<file path="src/tracker_pattern_unpacker_core_assert.svh">
// Assertion helpers shared by the unpacker modules.
`ifndef TRACKER_PATTERN_UNPACKER_CORE_ASSERT_SVH
`define TRACKER_PATTERN_UNPACKER_CORE_ASSERT_SVH

`ifndef ASSERT_OFF
`define TPU_ASSERT_IMP(lbl, ante, cons) \
  lbl: assert property (@(posedge clk) disable iff (rst) (ante) |-> (cons)) \
    else $error("assertion failed: same-cycle implication");
`define TPU_ASSERT_NXT(lbl, ante, cons) \
  lbl: assert property (@(posedge clk) disable iff (rst) (ante) |=> (cons)) \
    else $error("assertion failed: next-cycle implication");
`else
`define TPU_ASSERT_IMP(lbl, ante, cons)
`define TPU_ASSERT_NXT(lbl, ante, cons)
`endif

`endif

</file>
<file path="src/tpu_pkg.sv">
package tpu_pkg;

  typedef enum logic {
    KIND_START,
    KIND_DATA
  } kind_t;

  typedef struct packed {
    kind_t       kind;
    logic [15:0] byte_count;
    logic [7:0]  data_byte;
  } item_t;

  localparam logic [7:0] ABSENT = 8'hFF;
  localparam int FIELD_COUNT = 5;

  typedef logic [FIELD_COUNT-1:0][7:0] cell_fields_t;

  localparam int QUEUE_DEPTH = 2;
  localparam int QPTR_W = $clog2(QUEUE_DEPTH);
  localparam int QCNT_W = $clog2(QUEUE_DEPTH + 1);

endpackage

</file>
<file path="src/tpu_if.sv">
interface tpu_in_if;
  logic        valid;
  logic        ready;
  logic        action;
  logic [15:0] byte_count;
  logic [7:0]  data_byte;

  modport source (output valid, action, byte_count, data_byte, input ready);
  modport sink   (input valid, action, byte_count, data_byte, output ready);
endinterface

interface tpu_out_if;
  logic       valid;
  logic       ready;
  logic       cell_valid;
  logic [5:0] row_index;
  logic [4:0] channel_index;
  logic [7:0] note_value;
  logic [7:0] instrument_value;
  logic [7:0] volume_value;
  logic [7:0] effect_command;
  logic [7:0] effect_operand;
  logic       pattern_done;

  modport source (output valid, cell_valid, row_index, channel_index, note_value,
                  instrument_value, volume_value, effect_command, effect_operand,
                  pattern_done, input ready);
  modport sink   (input valid, cell_valid, row_index, channel_index, note_value,
                  instrument_value, volume_value, effect_command, effect_operand,
                  pattern_done, output ready);
endinterface

</file>
<file path="src/tpu_front.sv">
module tpu_front (
  tpu_in_if.sink         pattern_in,
  input  logic           full,
  output logic           push,
  output tpu_pkg::item_t item
);

  always_comb begin
    pattern_in.ready = !full;
    push = pattern_in.valid && !full;
    // classify the request: start of a pattern or one data byte
    item.kind = pattern_in.action ? tpu_pkg::KIND_DATA : tpu_pkg::KIND_START;
    item.byte_count = pattern_in.byte_count;
    item.data_byte = pattern_in.data_byte;
  end

endmodule

</file>
<file path="src/tpu_queue.sv">
`include "tracker_pattern_unpacker_core_assert.svh"

module tpu_queue (
  input  logic           clk,
  input  logic           rst,
  input  logic           push,
  input  tpu_pkg::item_t push_item,
  output logic           full,
  output logic           head_valid,
  output tpu_pkg::item_t head_item,
  input  logic           pop
);

  tpu_pkg::item_t               slots [tpu_pkg::QUEUE_DEPTH];
  logic [tpu_pkg::QPTR_W-1:0]   wr_ptr;
  logic [tpu_pkg::QPTR_W-1:0]   rd_ptr;
  logic [tpu_pkg::QCNT_W-1:0]   count;

  localparam logic [tpu_pkg::QCNT_W-1:0] FULL_COUNT =
    tpu_pkg::QCNT_W'(tpu_pkg::QUEUE_DEPTH);
  localparam logic [tpu_pkg::QCNT_W-1:0] COUNT_ONE = tpu_pkg::QCNT_W'(1);

  assign full = (count == FULL_COUNT);
  assign head_valid = (count != '0);
  assign head_item = slots[rd_ptr];

  always_ff @(posedge clk) begin
    if (push) begin
      slots[wr_ptr] <= push_item;
    end
    if (rst) begin
      wr_ptr <= '0;
      rd_ptr <= '0;
      count <= '0;
    end else begin
      if (push) begin
        wr_ptr <= wr_ptr + 1'b1;
      end
      if (pop) begin
        rd_ptr <= rd_ptr + 1'b1;
      end
      case ({push, pop})
        2'b10:   count <= count + COUNT_ONE;
        2'b01:   count <= count - COUNT_ONE;
        default: count <= count;
      endcase
    end
  end

  `TPU_ASSERT_IMP(a_count_bound, 1'b1, count <= FULL_COUNT)
  `TPU_ASSERT_IMP(a_pop_nonempty, pop, head_valid)

endmodule

</file>
<file path="src/tpu_back.sv">
`include "tracker_pattern_unpacker_core_assert.svh"

module tpu_back #(
  parameter int ROWS_PER_PATTERN = 64
) (
  input  logic           clk,
  input  logic           rst,
  input  logic           head_valid,
  input  tpu_pkg::item_t head_item,
  output logic           pop,
  tpu_out_if.source      cell_out
);

  localparam int ROW_W = $clog2(ROWS_PER_PATTERN + 1);
  localparam logic [ROW_W-1:0] ROW_LIMIT = ROW_W'(ROWS_PER_PATTERN);
  localparam logic [ROW_W-1:0] ROW_ONE = ROW_W'(1);
  localparam tpu_pkg::cell_fields_t ALL_ABSENT = {tpu_pkg::FIELD_COUNT{tpu_pkg::ABSENT}};

  typedef enum logic [2:0] {
    PH_FLAG,
    PH_NOTE,
    PH_INSTR,
    PH_VOL,
    PH_CMD,
    PH_OPER
  } phase_t;

  logic [ROW_W-1:0]      current_row, current_row_next;
  logic [15:0]           bytes_left, bytes_left_next;
  phase_t                phase, phase_next;
  logic [2:0]            pending_flags, pending_flags_next;
  logic [4:0]            pending_channel, pending_channel_next;
  tpu_pkg::cell_fields_t cell_fields, cell_fields_next;
  logic                  finished, finished_next;

  logic                  out_valid;
  logic                  emit;
  logic                  emit_cell;
  tpu_pkg::cell_fields_t emit_fields;
  logic [15:0]           bytes_dec;
  logic [ROW_W+5:0]      row_ext;
  logic [7:0]            b;

  // first announced field group after the given position
  function automatic phase_t pick(input logic [2:0] flags, input phase_t from);
    phase_t res;
    res = PH_FLAG;
    if (from == PH_FLAG && flags[0]) begin
      res = PH_NOTE;
    end else if ((from == PH_FLAG || from == PH_INSTR) && flags[1]) begin
      res = PH_VOL;
    end else if (from != PH_CMD && from != PH_OPER && flags[2]) begin
      res = PH_CMD;
    end
    return res;
  endfunction

  assign pop = head_valid && (!out_valid || cell_out.ready);
  assign b = head_item.data_byte;
  assign bytes_dec = (bytes_left != 16'd0) ? bytes_left - 16'd1 : 16'd0;
  assign row_ext = {6'd0, current_row};

  always_comb begin
    current_row_next = current_row;
    bytes_left_next = bytes_left;
    phase_next = phase;
    pending_flags_next = pending_flags;
    pending_channel_next = pending_channel;
    cell_fields_next = cell_fields;
    finished_next = finished;
    emit = 1'b0;
    emit_cell = 1'b0;
    emit_fields = cell_fields;
    if (pop) begin
      case (head_item.kind)
        tpu_pkg::KIND_START: begin
          current_row_next = '0;
          bytes_left_next = head_item.byte_count;
          phase_next = PH_FLAG;
          pending_flags_next = 3'd0;
          pending_channel_next = 5'd0;
          cell_fields_next = ALL_ABSENT;
          finished_next = (head_item.byte_count == 16'd0);
          emit = (head_item.byte_count == 16'd0);
        end
        tpu_pkg::KIND_DATA: begin
          if (!finished) begin
            bytes_left_next = bytes_dec;
            if (phase == PH_FLAG) begin
              if (b == 8'd0) begin
                current_row_next = current_row + ROW_ONE;
              end else begin
                pending_channel_next = b[4:0];
                pending_flags_next = b[7:5];
                cell_fields_next = ALL_ABSENT;
                phase_next = pick(b[7:5], PH_FLAG);
              end
              if (phase_next == PH_FLAG &&
                  (bytes_dec == 16'd0 || current_row_next >= ROW_LIMIT)) begin
                finished_next = 1'b1;
                emit = 1'b1;
              end
            end else begin
              case (phase)
                PH_NOTE: begin
                  emit_fields[0] = b;
                  phase_next = PH_INSTR;
                end
                PH_INSTR: begin
                  emit_fields[1] = b;
                  phase_next = pick(pending_flags, PH_INSTR);
                end
                PH_VOL: begin
                  emit_fields[2] = b;
                  phase_next = pick(pending_flags, PH_VOL);
                end
                PH_CMD: begin
                  emit_fields[3] = b;
                  phase_next = PH_OPER;
                end
                PH_OPER: begin
                  emit_fields[4] = b;
                  phase_next = PH_FLAG;
                end
                default: phase_next = PH_FLAG;
              endcase
              cell_fields_next = emit_fields;
              // last announced byte: emit the cell and run the done test
              if (phase_next == PH_FLAG) begin
                emit = 1'b1;
                emit_cell = 1'b1;
                cell_fields_next = ALL_ABSENT;
                if (bytes_dec == 16'd0 || current_row >= ROW_LIMIT) begin
                  finished_next = 1'b1;
                end
              end
            end
          end
        end
        default: ;
      endcase
    end
  end

  always_ff @(posedge clk) begin
    if (rst) begin
      current_row <= '0;
      bytes_left <= 16'd0;
      phase <= PH_FLAG;
      pending_flags <= 3'd0;
      pending_channel <= 5'd0;
      cell_fields <= ALL_ABSENT;
      finished <= 1'b1;
      out_valid <= 1'b0;
    end else begin
      current_row <= current_row_next;
      bytes_left <= bytes_left_next;
      phase <= phase_next;
      pending_flags <= pending_flags_next;
      pending_channel <= pending_channel_next;
      cell_fields <= cell_fields_next;
      finished <= finished_next;
      if (pop && emit) begin
        out_valid <= 1'b1;
      end else if (cell_out.ready) begin
        out_valid <= 1'b0;
      end
    end
    if (pop && emit) begin
      cell_out.cell_valid <= emit_cell;
      cell_out.row_index <= emit_cell ? row_ext[5:0] : 6'd0;
      cell_out.channel_index <= emit_cell ? pending_channel : 5'd0;
      cell_out.note_value <= emit_cell ? emit_fields[0] : tpu_pkg::ABSENT;
      cell_out.instrument_value <= emit_cell ? emit_fields[1] : tpu_pkg::ABSENT;
      cell_out.volume_value <= emit_cell ? emit_fields[2] : tpu_pkg::ABSENT;
      cell_out.effect_command <= emit_cell ? emit_fields[3] : tpu_pkg::ABSENT;
      cell_out.effect_operand <= emit_cell ? emit_fields[4] : tpu_pkg::ABSENT;
      cell_out.pattern_done <= finished_next;
    end
  end

  assign cell_out.valid = out_valid;

  `TPU_ASSERT_IMP(a_done_at_flag, finished, phase == PH_FLAG)
  `TPU_ASSERT_IMP(a_row_bound, 1'b1, current_row <= ROW_LIMIT)
  `TPU_ASSERT_IMP(a_empty_means_done, out_valid && !cell_out.cell_valid, cell_out.pattern_done)
  `TPU_ASSERT_NXT(a_start_active,
    pop && head_item.kind == tpu_pkg::KIND_START && head_item.byte_count != 16'd0,
    !finished && phase == PH_FLAG && current_row == '0)

endmodule

</file>
<file path="src/tracker_pattern_unpacker_core.sv">
// Packed pattern unpacker.
// pattern_in carries requests: action 0 starts a pattern of byte_count bytes,
// action 1 delivers one packed data byte. A request is taken when valid and
// ready are both high.
// cell_out carries one result per completed cell (cell_valid 1, absent fields
// 255) or, when the pattern ends without a cell, one result with cell_valid 0
// and pattern_done 1. Bytes after the end of a pattern give no result.
// A request is classified and pushed into a two-entry queue; the decoder pops
// it when its output register is free and registers any result there. One
// request is taken per cycle, as long as the queue has room; the decoder pops
// one request per cycle whenever the queue holds one and its output register
// is empty or being drained.
// When the receiver stalls, the result holds in the output register, the
// decoder stops popping and the queue fills, then ready drops.
// Reset clears the queue and output register and leaves no pattern active.
module tracker_pattern_unpacker_core #(
  parameter int ROWS_PER_PATTERN = 64
) (
  input  logic       clk,
  input  logic       rst,
  tpu_in_if.sink     pattern_in,
  tpu_out_if.source  cell_out
);

  logic           push;
  logic           full;
  logic           head_valid;
  logic           pop;
  tpu_pkg::item_t push_item;
  tpu_pkg::item_t head_item;

  tpu_front u_front (
    .pattern_in (pattern_in),
    .full       (full),
    .push       (push),
    .item       (push_item)
  );

  tpu_queue u_queue (
    .clk        (clk),
    .rst        (rst),
    .push       (push),
    .push_item  (push_item),
    .full       (full),
    .head_valid (head_valid),
    .head_item  (head_item),
    .pop        (pop)
  );

  tpu_back #(
    .ROWS_PER_PATTERN (ROWS_PER_PATTERN)
  ) u_back (
    .clk        (clk),
    .rst        (rst),
    .head_valid (head_valid),
    .head_item  (head_item),
    .pop        (pop),
    .cell_out   (cell_out)
  );

endmodule
</file>
<file path="src/flat_wrapper.sv">
// flat-port wrapper written by rule: the top's interface ports become plain ports
module tracker_pattern_unpacker_core_flat 
#(
  parameter int ROWS_PER_PATTERN = 64
)
  (clk, rst, pattern_in_valid, pattern_in_action, pattern_in_byte_count, pattern_in_data_byte, pattern_in_ready, cell_out_valid, cell_out_cell_valid, cell_out_row_index, cell_out_channel_index, cell_out_note_value, cell_out_instrument_value, cell_out_volume_value, cell_out_effect_command, cell_out_effect_operand, cell_out_pattern_done, cell_out_ready);
  tpu_in_if pattern_in_i ();
  tpu_out_if cell_out_i ();
  input  logic clk;
  input  logic rst;
  input wire logic [$bits(pattern_in_i.valid)-1:0] pattern_in_valid;
  input wire logic [$bits(pattern_in_i.action)-1:0] pattern_in_action;
  input wire logic [$bits(pattern_in_i.byte_count)-1:0] pattern_in_byte_count;
  input wire logic [$bits(pattern_in_i.data_byte)-1:0] pattern_in_data_byte;
  output wire logic [$bits(pattern_in_i.ready)-1:0] pattern_in_ready;
  output wire logic [$bits(cell_out_i.valid)-1:0] cell_out_valid;
  output wire logic [$bits(cell_out_i.cell_valid)-1:0] cell_out_cell_valid;
  output wire logic [$bits(cell_out_i.row_index)-1:0] cell_out_row_index;
  output wire logic [$bits(cell_out_i.channel_index)-1:0] cell_out_channel_index;
  output wire logic [$bits(cell_out_i.note_value)-1:0] cell_out_note_value;
  output wire logic [$bits(cell_out_i.instrument_value)-1:0] cell_out_instrument_value;
  output wire logic [$bits(cell_out_i.volume_value)-1:0] cell_out_volume_value;
  output wire logic [$bits(cell_out_i.effect_command)-1:0] cell_out_effect_command;
  output wire logic [$bits(cell_out_i.effect_operand)-1:0] cell_out_effect_operand;
  output wire logic [$bits(cell_out_i.pattern_done)-1:0] cell_out_pattern_done;
  input wire logic [$bits(cell_out_i.ready)-1:0] cell_out_ready;
  assign pattern_in_i.valid = pattern_in_valid;
  assign pattern_in_i.action = pattern_in_action;
  assign pattern_in_i.byte_count = pattern_in_byte_count;
  assign pattern_in_i.data_byte = pattern_in_data_byte;
  assign pattern_in_ready = pattern_in_i.ready;
  assign cell_out_valid = cell_out_i.valid;
  assign cell_out_cell_valid = cell_out_i.cell_valid;
  assign cell_out_row_index = cell_out_i.row_index;
  assign cell_out_channel_index = cell_out_i.channel_index;
  assign cell_out_note_value = cell_out_i.note_value;
  assign cell_out_instrument_value = cell_out_i.instrument_value;
  assign cell_out_volume_value = cell_out_i.volume_value;
  assign cell_out_effect_command = cell_out_i.effect_command;
  assign cell_out_effect_operand = cell_out_i.effect_operand;
  assign cell_out_pattern_done = cell_out_i.pattern_done;
  assign cell_out_i.ready = cell_out_ready;
  tracker_pattern_unpacker_core #(.ROWS_PER_PATTERN(ROWS_PER_PATTERN)) u_core (.clk(clk), .rst(rst), .pattern_in(pattern_in_i), .cell_out(cell_out_i));
endmodule
</file>
<file path="config.mk">
export PLATFORM = sky130hd
export DESIGN_NAME = tracker_pattern_unpacker_core_flat
export DESIGN_NICKNAME = d
export VERILOG_FILES = /design/src/tpu_pkg.sv /design/src/tpu_if.sv /design/src/tpu_front.sv /design/src/tpu_queue.sv /design/src/tpu_back.sv /design/src/tracker_pattern_unpacker_core.sv /design/src/flat_wrapper.sv
export VERILOG_INCLUDE_DIRS = /design/src /design/src/src
export SDC_FILE = /design/constraint.sdc
export NUM_CORES = 1
export LEC_CHECK = 0
export BUFFER_PORTS_ARGS = -buffer_cell sky130_fd_sc_hd__buf_2
export CAP_MARGIN = 20
export CORE_ASPECT_RATIO = 1.5
export CORE_MARGIN = 4
export CORE_UTILIZATION = 53
export DETAILED_ROUTE_END_ITERATION = 10
export PLACE_DENSITY = 0.8
export SLEW_MARGIN = 20
export SYNTH_ARGS = -nofsm -noshare
export SYNTH_HDL_FRONTEND = slang
export SYNTH_HIERARCHICAL = 1
export SYNTH_SLANG_ARGS = --single-unit
</file>
<file path="constraint.sdc">
create_clock -name clk -period 4.81 [get_ports clk]
set_clock_uncertainty 0.05 [all_clocks]
set_input_delay 0.481 -clock clk [delete_from_list [all_inputs] [get_ports clk]]
set_output_delay 0.481 -clock clk [all_outputs]
set_load 0.1 [all_outputs]
</file>
[Yosys cells after proc, flatten, opt, wreduce, memory -nomap -nowiden]
Memories as Yosys holds them, arrays and structs flattened. A register that Yosys moved wholly into a read port is not among the register bits.
Cells that the tools add are included.
Operators by class
  add/sub/neg operators: 6
  $lt $le $gt $ge: 2
  eq/ne operators: 12
  multiplexer cells: 75
  bitwise operators: 1
  reduce and logical (&&, ||, !) cells: 23
Operators with widths (number)
  $mux 40: 8
  $pmux 40 s2: 1
  $mux 3: 19
  $mux 7: 7
  $mux 8: 5
  $logic_not 16->1: 2
  $mux 16: 2
  $pmux 16 s2: 1
  $mux 1: 21
  $reduce_bool 16->1: 1
  $sub 16x1->16 const B: 1
  $mux 5: 3
  $ge 7x7->1 const B: 2
  $pmux 7 s2: 1
  $pmux 3 s2: 2
  $pmux 3 s4: 1
  $pmux 5 s2: 1
  $logic_not 3->1: 3
  $logic_not 8->1: 1
  $add 7x1->7 const B: 1
  $eq 3x2->1 const B: 2
  $eq 3x3->1 const B: 2
  $reduce_and 3->1: 2
  $reduce_bool 2->1: 3
  17 further kinds: 27
Word-level totals
  flip-flop bits (word level): 133
  memory bits (writable): 50
  bits of input ports: 29
  output and inout bits: 55
  logic and storage cells: 144
  memories: 1
Memories
  u_core.u_queue.slots: depth 2, bits a word 25, rd ports 1, clocked after Yosys merged registers in 1, write ports 1, RTL line tpu_queue.sv:14  | tpu_pkg::item_t slots [tpu_pkg::QUEUE_DEPTH];

[Depth between registers and ports, before layout]
Gate-level depths: netlist of run 1.
  depth in word-level cells: 17
  gate-level depth with buffers: 10
  mapped depth without buffers: 8

[Modules after synthesis]
Netlist of run 1, hierarchy kept.
By module, submodules not included
  tpu_back: instances 1, cells each 654, area an instance 5953.2 um^2, seq. area each 3093.0 um^2
  tpu_queue: instances 1, cells each 100, area an instance 2005.7 um^2, seq. area each 1601.5 um^2
  tpu_front: instances 1, cells each 27, area an instance 197.7 um^2, seq. area each 0.0 um^2

[Worst setup path after synthesis of run 1]
No wires, ideal clock.
  path kind: register -> register
  from: register u_core.u_back.bytes_left[0]
  to: register u_core.u_back.cell_out.cell_valid (enable)
  setup time: 470 ps
  arrival time: 4534 ps
  required time: 4290 ps
  path slack: -244 ps
  stages on the path, launching flop included: 11
  buffers on the path: 2
  period minus slack after synthesis: 5054 ps
  path through: dfxtp_1 clkbuf_1 inv_1 ha_1 or4b_4 nand4b_4 or4_1 buf_2 nand3_2 o31ai_1 o21ai_1
Between the ends
  word-level cells in the longest chain between the ends: 11
  elaborated cells between the ends (all ways): 12
  classes of those cells: add/sub (1); mux (6); reduce/logical (5)
Ends and longest elaborated chain
  from (decl): RTL line tpu_back.sv:29  | logic [15:0] bytes_left, bytes_left_next;
  from (signal assigned): RTL line tpu_back.sv:157  | bytes_left <= bytes_left_next;
  $sub 16x1->16 / $reduce_bool 16->1 (equally long branches): RTL line tpu_back.sv:60  | assign bytes_dec = (bytes_left != 16'd0) ? bytes_left - 16'd1 : 16'd0;
  $mux 16 *: RTL line tpu_back.sv:60
  $logic_not 16->1 *: RTL line tpu_back.sv:99  | (bytes_dec == 16'd0 || current_row_next >= ROW_LIMIT)) begin
  $logic_or 1x1->1 *: RTL line tpu_back.sv:99
  $logic_and 1x1->1 *: RTL line tpu_back.sv:98  | if (phase_next == PH_FLAG &&
  $mux 1 *: RTL line tpu_back.sv:98
  $mux 1 *: RTL line tpu_back.sv:89  | if (phase == PH_FLAG) begin
  $mux 1 *: RTL line tpu_back.sv:87  | if (!finished) begin
  $pmux 1 s2 *: RTL line tpu_back.sv:75  | case (head_item.kind)
  $mux 1 *: RTL line tpu_back.sv:74  | if (pop) begin
  $logic_and 1x1->1 *: RTL line tpu_back.sv:169  | if (pop && emit) begin
  to (signal assigned): RTL line tpu_back.sv:170  | cell_out.cell_valid <= emit_cell;
  to (decl): RTL line tpu_if.sv:25  | modport source (output valid, cell_valid, row_index, channel_index, note_value,
Mark *: on every way between the ends. The rest lies on a longest branch, timed or not.
A chain may end at the register's enable or synchronous reset.

==> results.cfg, run 1 <==
[outcome]
status = finished clean

[floorplan]
row_count = 55
start_util = 0.541
die_h_um = 160
io_pins = 84
die_x_um = 109
core_area_um2 = 15100
die_area_um2 = 17500

[routing]
final_antenna_net_count = 0
drtIter0Drc = 430
drc = 0
viasPerCell = 5.66
dr.pass1.iters = 6
wire_per_inst_um = 15.9
num_vias = 5836
finalWirelength_mm = 16.4

[timing]
hold_violations = 0
fmax_mhz = 285
tightest_slew_ns = 1.01
slew_headroom = 0.322
min_period_over_period = 0.731
rsz0062_at_grt = no
drv_slew = 0
tns_ns = 0
fin_crit_ns = 3.51
setup_viol = 0

[power_and_ir_drop]
p_leak_nw = 3.57
power.density_nw_per_um2 = 540
p_total_w = 0.00493
ir_worst_vdd_mv = 0.323

[global_route]
globalRouteOverflowTotal = 0
first_global_vias = 5456
antenna_found_initial = 0
grt_pass1_wl_mm = 26.7
grt_start_max_net_pins = 53
grtUsageTotal = 0.194

[finish]
antenna_cells = 0
nNetsFinal = 851
fin_util = 0.605
layout_commonest_cell = edfxtp_1
area_growth_pct = 11.9
layout-drive-gt1-share = 0.201
layout_common_cells = 103 x edfxtp_1, 98 x nand2_1, 83 x buf_2

[setup_path]
max_stage_delay_ns = 0.63
path_cells = buf_4 -> mux2_2 -> nand2b_1 -> nor3_1 -> inv_1 -> o21ai_4 -> buf_4
critPathKind = flip-flop to flip-flop
critPathMostFrequentCell = buf_4
cp_max_fo = 39
crit_arrival_ns = 3.58
crit_path_end_kind = flip-flop
startpoint_type = flip-flop
crit_slowest_cell = mux2_2
required_ns = 4.88

[logic_synthesis]
synthesis.nets = 813
synth_top_area_frac = 0.379
synth_ff_type = edfxtp_1
yosysTopAreaCell = edfxtp_1
synth_area_leaders = edfxtp_1 38%, dfxtp_1 20%, nand2_1 4.5%, mux2_2 3.6%, nand2b_1 3.1%
yosysWarnings = 6
synth.distinct_cells = 57
syn_inst = 781
synth_area_per_cell_um2 = 10.4
seq_area_frac_synth = 0.576
ys_seq_elements = 183
synthArstFlopShare = 0
syn_area_um2 = 8160
synth_edf_count = 103

[clocking]
cts_buffers = 17
cts_tree = yes
htreeDepth = 4
clockBufferDepth = 2
holdBufCountCts = 0
worstSkewPairLatency_ns = 0.42
clkTransAtPathRegs_ns = 0.07
clkSinkCount = 183
post_cts_buffers = 0
clockRootBuffer = clkbuf_16
cts_resized = 0

[place]
io_buffers = 83
gp_congestion = 0.872
dp_hpwl_mm = 10.9

[flow_run]
cap_violations = 0

[min_path]
hp-class = primary input to flip-flop
## critical path, delay by kind of cell (launching register included)
kind | cells | cell delay (ns)
AOI/OAI and AO/OA | 1 | 0.22
buffers and inverters | 3 | 0.82
DFF | 1 | 0.55
muxes | 1 | 0.63
and+or+nand+nor | 2 | 0.92
## per-stage QoR
stage / area [µm²] / cells / hold slack [ns] / setup slack (ns)
4_1_cts: 9100 / 1030 / 0.171 / 0.809
3_3_place_gp: 8510 / 998 / 0.376 / 0.940
2_1_floorplan: 8160 / 781 / 0.365 / 0.768
5_1_grt: 9130 / 1031 / 0.175 / 1.08
3_5_place_dp: 8510 / 998 / 0.381 / 0.862
6_report: 9130 / 1031 / 0.194 / 1.30
## cells in the mapped netlist (4+ instances only)
master    instances
inv_1            12
buf_2             6
o211ai_1          5
o21ai_0           9
nand4_1           7
nor3_1           17
xor2_1            5
xnor2_1          13
nor4_1            5
a21o_1            5
a21oi_1          24
nand3_1          50
mux2_2           26
nor2_1           68
edfxtp_1        103
mux2i_1           9
clkbuf_1         37
a211oi_1          9
or2_2             5
and2_1           20
nand2_1          98
nor2b_1           4
or3_1            12
a22oi_1           5
nand2b_1         41
buf_4            25
o22ai_1          35
dfxtp_1          80
## power breakdown
group          internal, W  switching, W
sequential         0.00183      0.000189
combinational     0.000604      0.000951
clock             0.000738      0.000617
## final timing paths
check                                                                 from                                            endpoint  slack, ns  depth (start not counted)
worst max-delay path                                             flip-flop  u_core/u_back/cell_out.note_value[6]$_SDFFCE_PN1P_       1.30                          7
worst min-delay path                              pattern_in_byte_count[1]                u_core/u_queue/slots[1][9]$_DFFE_PP_       0.19                          1
worst max register to register                                   flip-flop  u_core/u_back/cell_out.note_value[6]$_SDFFCE_PN1P_       1.30                          7
worst min register to register  u_core/u_back/cell_fields[36]$_SDFFE_PP1P_          u_core/u_back/cell_fields[36]$_SDFFE_PP1P_       0.40                          1
## layer usage
| metal | wire, µm | global-route usage | up-vias | part of all wire |
|---|---|---|---|---|
| met5 | 0 | 0 | - | 0 |
| met4 | 537 | 0.0896 | 0 | 0.033 |
| met3 | 978 | 0.0336 | 41 | 0.059 |
| met2 | 8760 | 0.340 | 213 | 0.53 |
| met1 | 6170 | 0.227 | 2753 | 0.38 |
| li1 | - | - | 2829 | - |
## area by class of cell
type                            count  area (µm²)
Tap cell                          199         249
Fill cell                        1221        5950
Timing Repair Buffer               91         495
Clock inverter                     14         156
Multi-Input combinational cell    513        3050
Inverter                           13        48.8
Sequential cell                   183        4690
Clock buffer                       18         429
## flip-flops by register name, indices dropped and copies added, names as in the netlist, named ones only
name and count:
u_core/u_back/cell_out.volume_value 8, u_core/u_back/cell_fields 40, u_core/u_back/bytes_left 16, u_core/u_back/cell_out.row_index 6
u_core/u_back/phase 3, u_core/u_queue/slots 50, u_core/u_back/current_row 7, u_core/u_back/cell_out.effect_command 8
u_core/u_queue/wr_ptr 1, u_core/u_back/cell_out.pattern_done 1, u_core/u_back/cell_out.cell_valid 1, u_core/u_queue/rd_ptr 1
u_core/u_back/finished 1, u_core/u_queue/count 2, u_core/u_back/cell_out.note_value 8, u_core/u_back/cell_out.effect_operand 8
u_core/u_back/cell_out.instrument_value 8, u_core/u_back/cell_out.channel_index 5, u_core/u_back/pending_channel 5, u_core/u_back/pending_flags 2
u_core/u_back/cell_out.valid 1
## logic make-up (layout without fill, tap and decap cells)
kind of cell,Yosys count,in the layout,share of synthesized area
compound gates,110,110,0.0884
xor+xnor,18,18,0.0193
fa+ha+maj,3,3,0.00460
buf+inv,85,136,0.0525
flops,183,183,0.576
mux,35,35,0.0469
simple gates,347,347,0.213
(Power assumes the default switching activity.)
==> run 2: changes to the inputs <==
--- a/config.mk
+++ b/config.mk
@@ -6,13 +6,14 @@
 export SDC_FILE = /design/constraint.sdc
 export NUM_CORES = 1
 export LEC_CHECK = 0
+export ABC_AREA = 1
 export BUFFER_PORTS_ARGS = -buffer_cell sky130_fd_sc_hd__buf_2
 export CAP_MARGIN = 20
 export CORE_ASPECT_RATIO = 1.5
 export CORE_MARGIN = 4
-export CORE_UTILIZATION = 53
+export CORE_UTILIZATION = 59
 export DETAILED_ROUTE_END_ITERATION = 10
-export PLACE_DENSITY = 0.8
+export PLACE_DENSITY = 0.84
 export SLEW_MARGIN = 20
 export SYNTH_ARGS = -nofsm -noshare
 export SYNTH_HDL_FRONTEND = slang
==> constraint.sdc (replaced) <==
create_clock -name clk -period 3.4 [get_ports clk]
set_clock_uncertainty 0.05 [all_clocks]
set_input_delay 0.34 -clock clk [delete_from_list [all_inputs] [get_ports clk]]
set_output_delay 0.34 -clock clk [all_outputs]
set_load 0.1 [all_outputs]
==> run 2 against run 1 <==
Net effect:
- fmax up 16%
- total power up 64%
- synthesized cell count up 14%
- largest cell class unchanged
==> results.cfg, run 2 <==
[outcome]
status = finished clean

[finish]
layout-drive-gt1-share = 0.195
top_register = u_core/u_queue/slots
multi_input_area_um2 = 3030
nNetsFinal = 972
fillers = 1092
largestRegisters = u_core/u_queue/slots: 50 flops, u_core/u_back/cell_fields: 40 flops, u_core/u_back/bytes_left: 16 flops
antenna_cells = 0
largest_reg_flops = 50
postLayoutCellArea_um2 = 9320
seqCellArea_um2 = 4690
area_growth_pct = 11.1
layout_commonest_cell = nand2_1
instances_no_fill = 1145
fin_util = 0.666
layout_common_cells = 186 x nand2_1, 103 x edfxtp_1, 83 x buf_2

[logic_synthesis]
synth_top_area_frac = 0.369
yosysMostFrequentCell = nand2_1
synth_area_leaders = edfxtp_1 37%, dfxtp_1 19%, nand2_1 8.4%, nand3_1 4.2%, mux2_4 3.6%
yosysWarnings = 6
synthTopCellsByCount = 187 x nand2_1, 103 x edfxtp_1, 80 x dfxtp_1, 80 x nor2_1, 70 x nand3_1
synthesis.nets = 919
syn_area_um2 = 8390
ys_seq_elements = 183
syn_inst = 887
yosysTopAreaCell = edfxtp_1
synth_ff_type = edfxtp_1
synth.distinct_cells = 39
seq_area_frac_synth = 0.559
synth_area_per_cell_um2 = 9.46
synth_edf_count = 103
synthArstFlopShare = 0

[floorplan]
io_pins = 84
start_util = 0.600
die_h_um = 154
die_area_um2 = 16200
die_x_um = 105
row_count = 53
core_area_um2 = 14000

[clocking]
clkTransAtPathRegs_ns = 0.07
cts_buffers = 17
htreeDepth = 4
cts_tree = yes
holdBufCountCts = 0
clkSinkCount = 183
worstSkewPairLatency_ns = 0.42
clockRootBuffer = clkbuf_16
clockBufferDepth = 2
post_cts_buffers = 0
cts_resized = 0

[global_route]
grt_start_max_net_pins = 54
antenna_found_initial = 0
grtUsageTotal = 0.220
globalRouteOverflowTotal = 0
first_global_vias = 6215
grt_pass1_wl_mm = 28.6

[place]
gp_congestion = 0.920
dp_hpwl_mm = 12.0
dp_cells = 1113
io_buffers = 83
placed_cell_area_um2 = 8790

[setup_path]
crit_path_end_kind = flip-flop
required_ns = 3.46
cp_max_fo = 53
critPathKind = flip-flop to flip-flop
rrSetupSlack_ns = 0.36
startpoint_type = flip-flop
crit_arrival_ns = 3.09
reg2reg_depth = 11

[power_and_ir_drop]
power.density_nw_per_um2 = 869
ir_worst_vdd_mv = 0.508
p_leak_nw = 3.84

[timing]
setup_viol = 0
fin_crit_ns = 3.04
hold_violations = 0
slew_headroom = 0.362
fmax_mhz = 329
tightest_slew_ns = 0.957
rsz0062_at_grt = no
drv_slew = 0
tns_ns = 0
min_period_over_period = 0.893

[flow_run]
cap_violations = 0

[routing]
finalWirelength_mm = 17.4
drc = 0
num_vias = 6332
drtIter0Drc = 432
viasPerCell = 5.53
wire_per_inst_um = 15.2
final_antenna_net_count = 0
dr.pass1.iters = 5

[min_path]
holdPathStages = 1
hp-class = primary input to flip-flop
[run 2: cell count changes in the layout (fill, tap and decap cells not counted), moves of 19 or more]
cell	previous run	this run
a21oi_1	24	44
and2_1	19	0
inv_1	12	64
mux2_2	26	5
mux2_4	0	20
mux2i_1	9	30
nand2_1	98	186
nand2b_1	41	0
nand3_1	50	70
o21ai_0	9	45
o22ai_1	35	1
[run 2: routing by layer]
layer,wire (µm),part of all wire,global-route usage,up-vias
li1,-,-,-,3073
met1,6150,0.35,0.231,2942
met2,9510,0.55,0.404,256
met3,996,0.057,0.0370,61
met4,725,0.042,0.132,0
met5,0,0,0,-
[run 2: critical path, cell delays in order (launching register included)]
cell      delay (ns)
dfxtp_1         0.61
mux2_2          0.50
nor2_1          0.12
nand3_1         0.09
nor2_2          0.23
inv_2           0.10
o21ai_1         0.12
inv_1           0.07
nor4_1          0.26
nand3b_1        0.16
nand2_2         0.11
buf_12          0.24
[run 2: logic make-up after synthesis]
logic type	Yosys count	share of synthesized area
AOI/OAI and AO/OA	132	0.0860
xor gates and xnor gates	2	0.00209
adders and majority gates	3	0.00447
buffers and inverters	139	0.0802
DFF	183	0.559
muxes	55	0.0783
and+or+nand+nor	373	0.189
[run 2: cell type report]
| class | count | area share |
|---|---|---|
| Sequential cell | 183 | 0.503 |
| Multi-Input combinational cell | 565 | 0.325 |
| Timing Repair Buffer | 98 | 0.0580 |
| Clock buffer | 20 | 0.0468 |
| Inverter | 75 | 0.0302 |
| Tap cell | 192 | 0.0258 |
| Clock inverter | 12 | 0.0106 |
[run 2: power breakdown]
group | total (W) | internal [W] | switching [W]
combinational | 0.00348 | 0.00109 | 0.00239
sequential | 0.00285 | 0.00262 | 0.000226
clock | 0.00177 | 0.000946 | 0.000828
[run 2: path summary, 6_finish.rpt]
check,start,end
max,flip-flop,u_core/u_back/cell_out.row_index[4]$_SDFFCE_PN0P_
min,pattern_in_byte_count[11],u_core/u_queue/slots[0][19]$_DFFE_PP_
max reg2reg,flip-flop,u_core/u_back/cell_out.row_index[4]$_SDFFCE_PN0P_
min reg2reg,u_core/u_back/cell_fields[29]$_SDFFE_PP1P_,u_core/u_back/cell_fields[29]$_SDFFE_PP1P_
[run 2: through the flow]
stage	power (W)	setup slack [ns]	hold WS [ns]
after CTS	0.00808	0.386	0.0349
after global routing	0.00866	0.0220	0.0366
after global placement	0.00624	0.487	0.393
final	0.00810	0.364	0.0477
after detailed placement	0.00629	0.426	0.397
after floorplan	0.00563	0.422	0.362
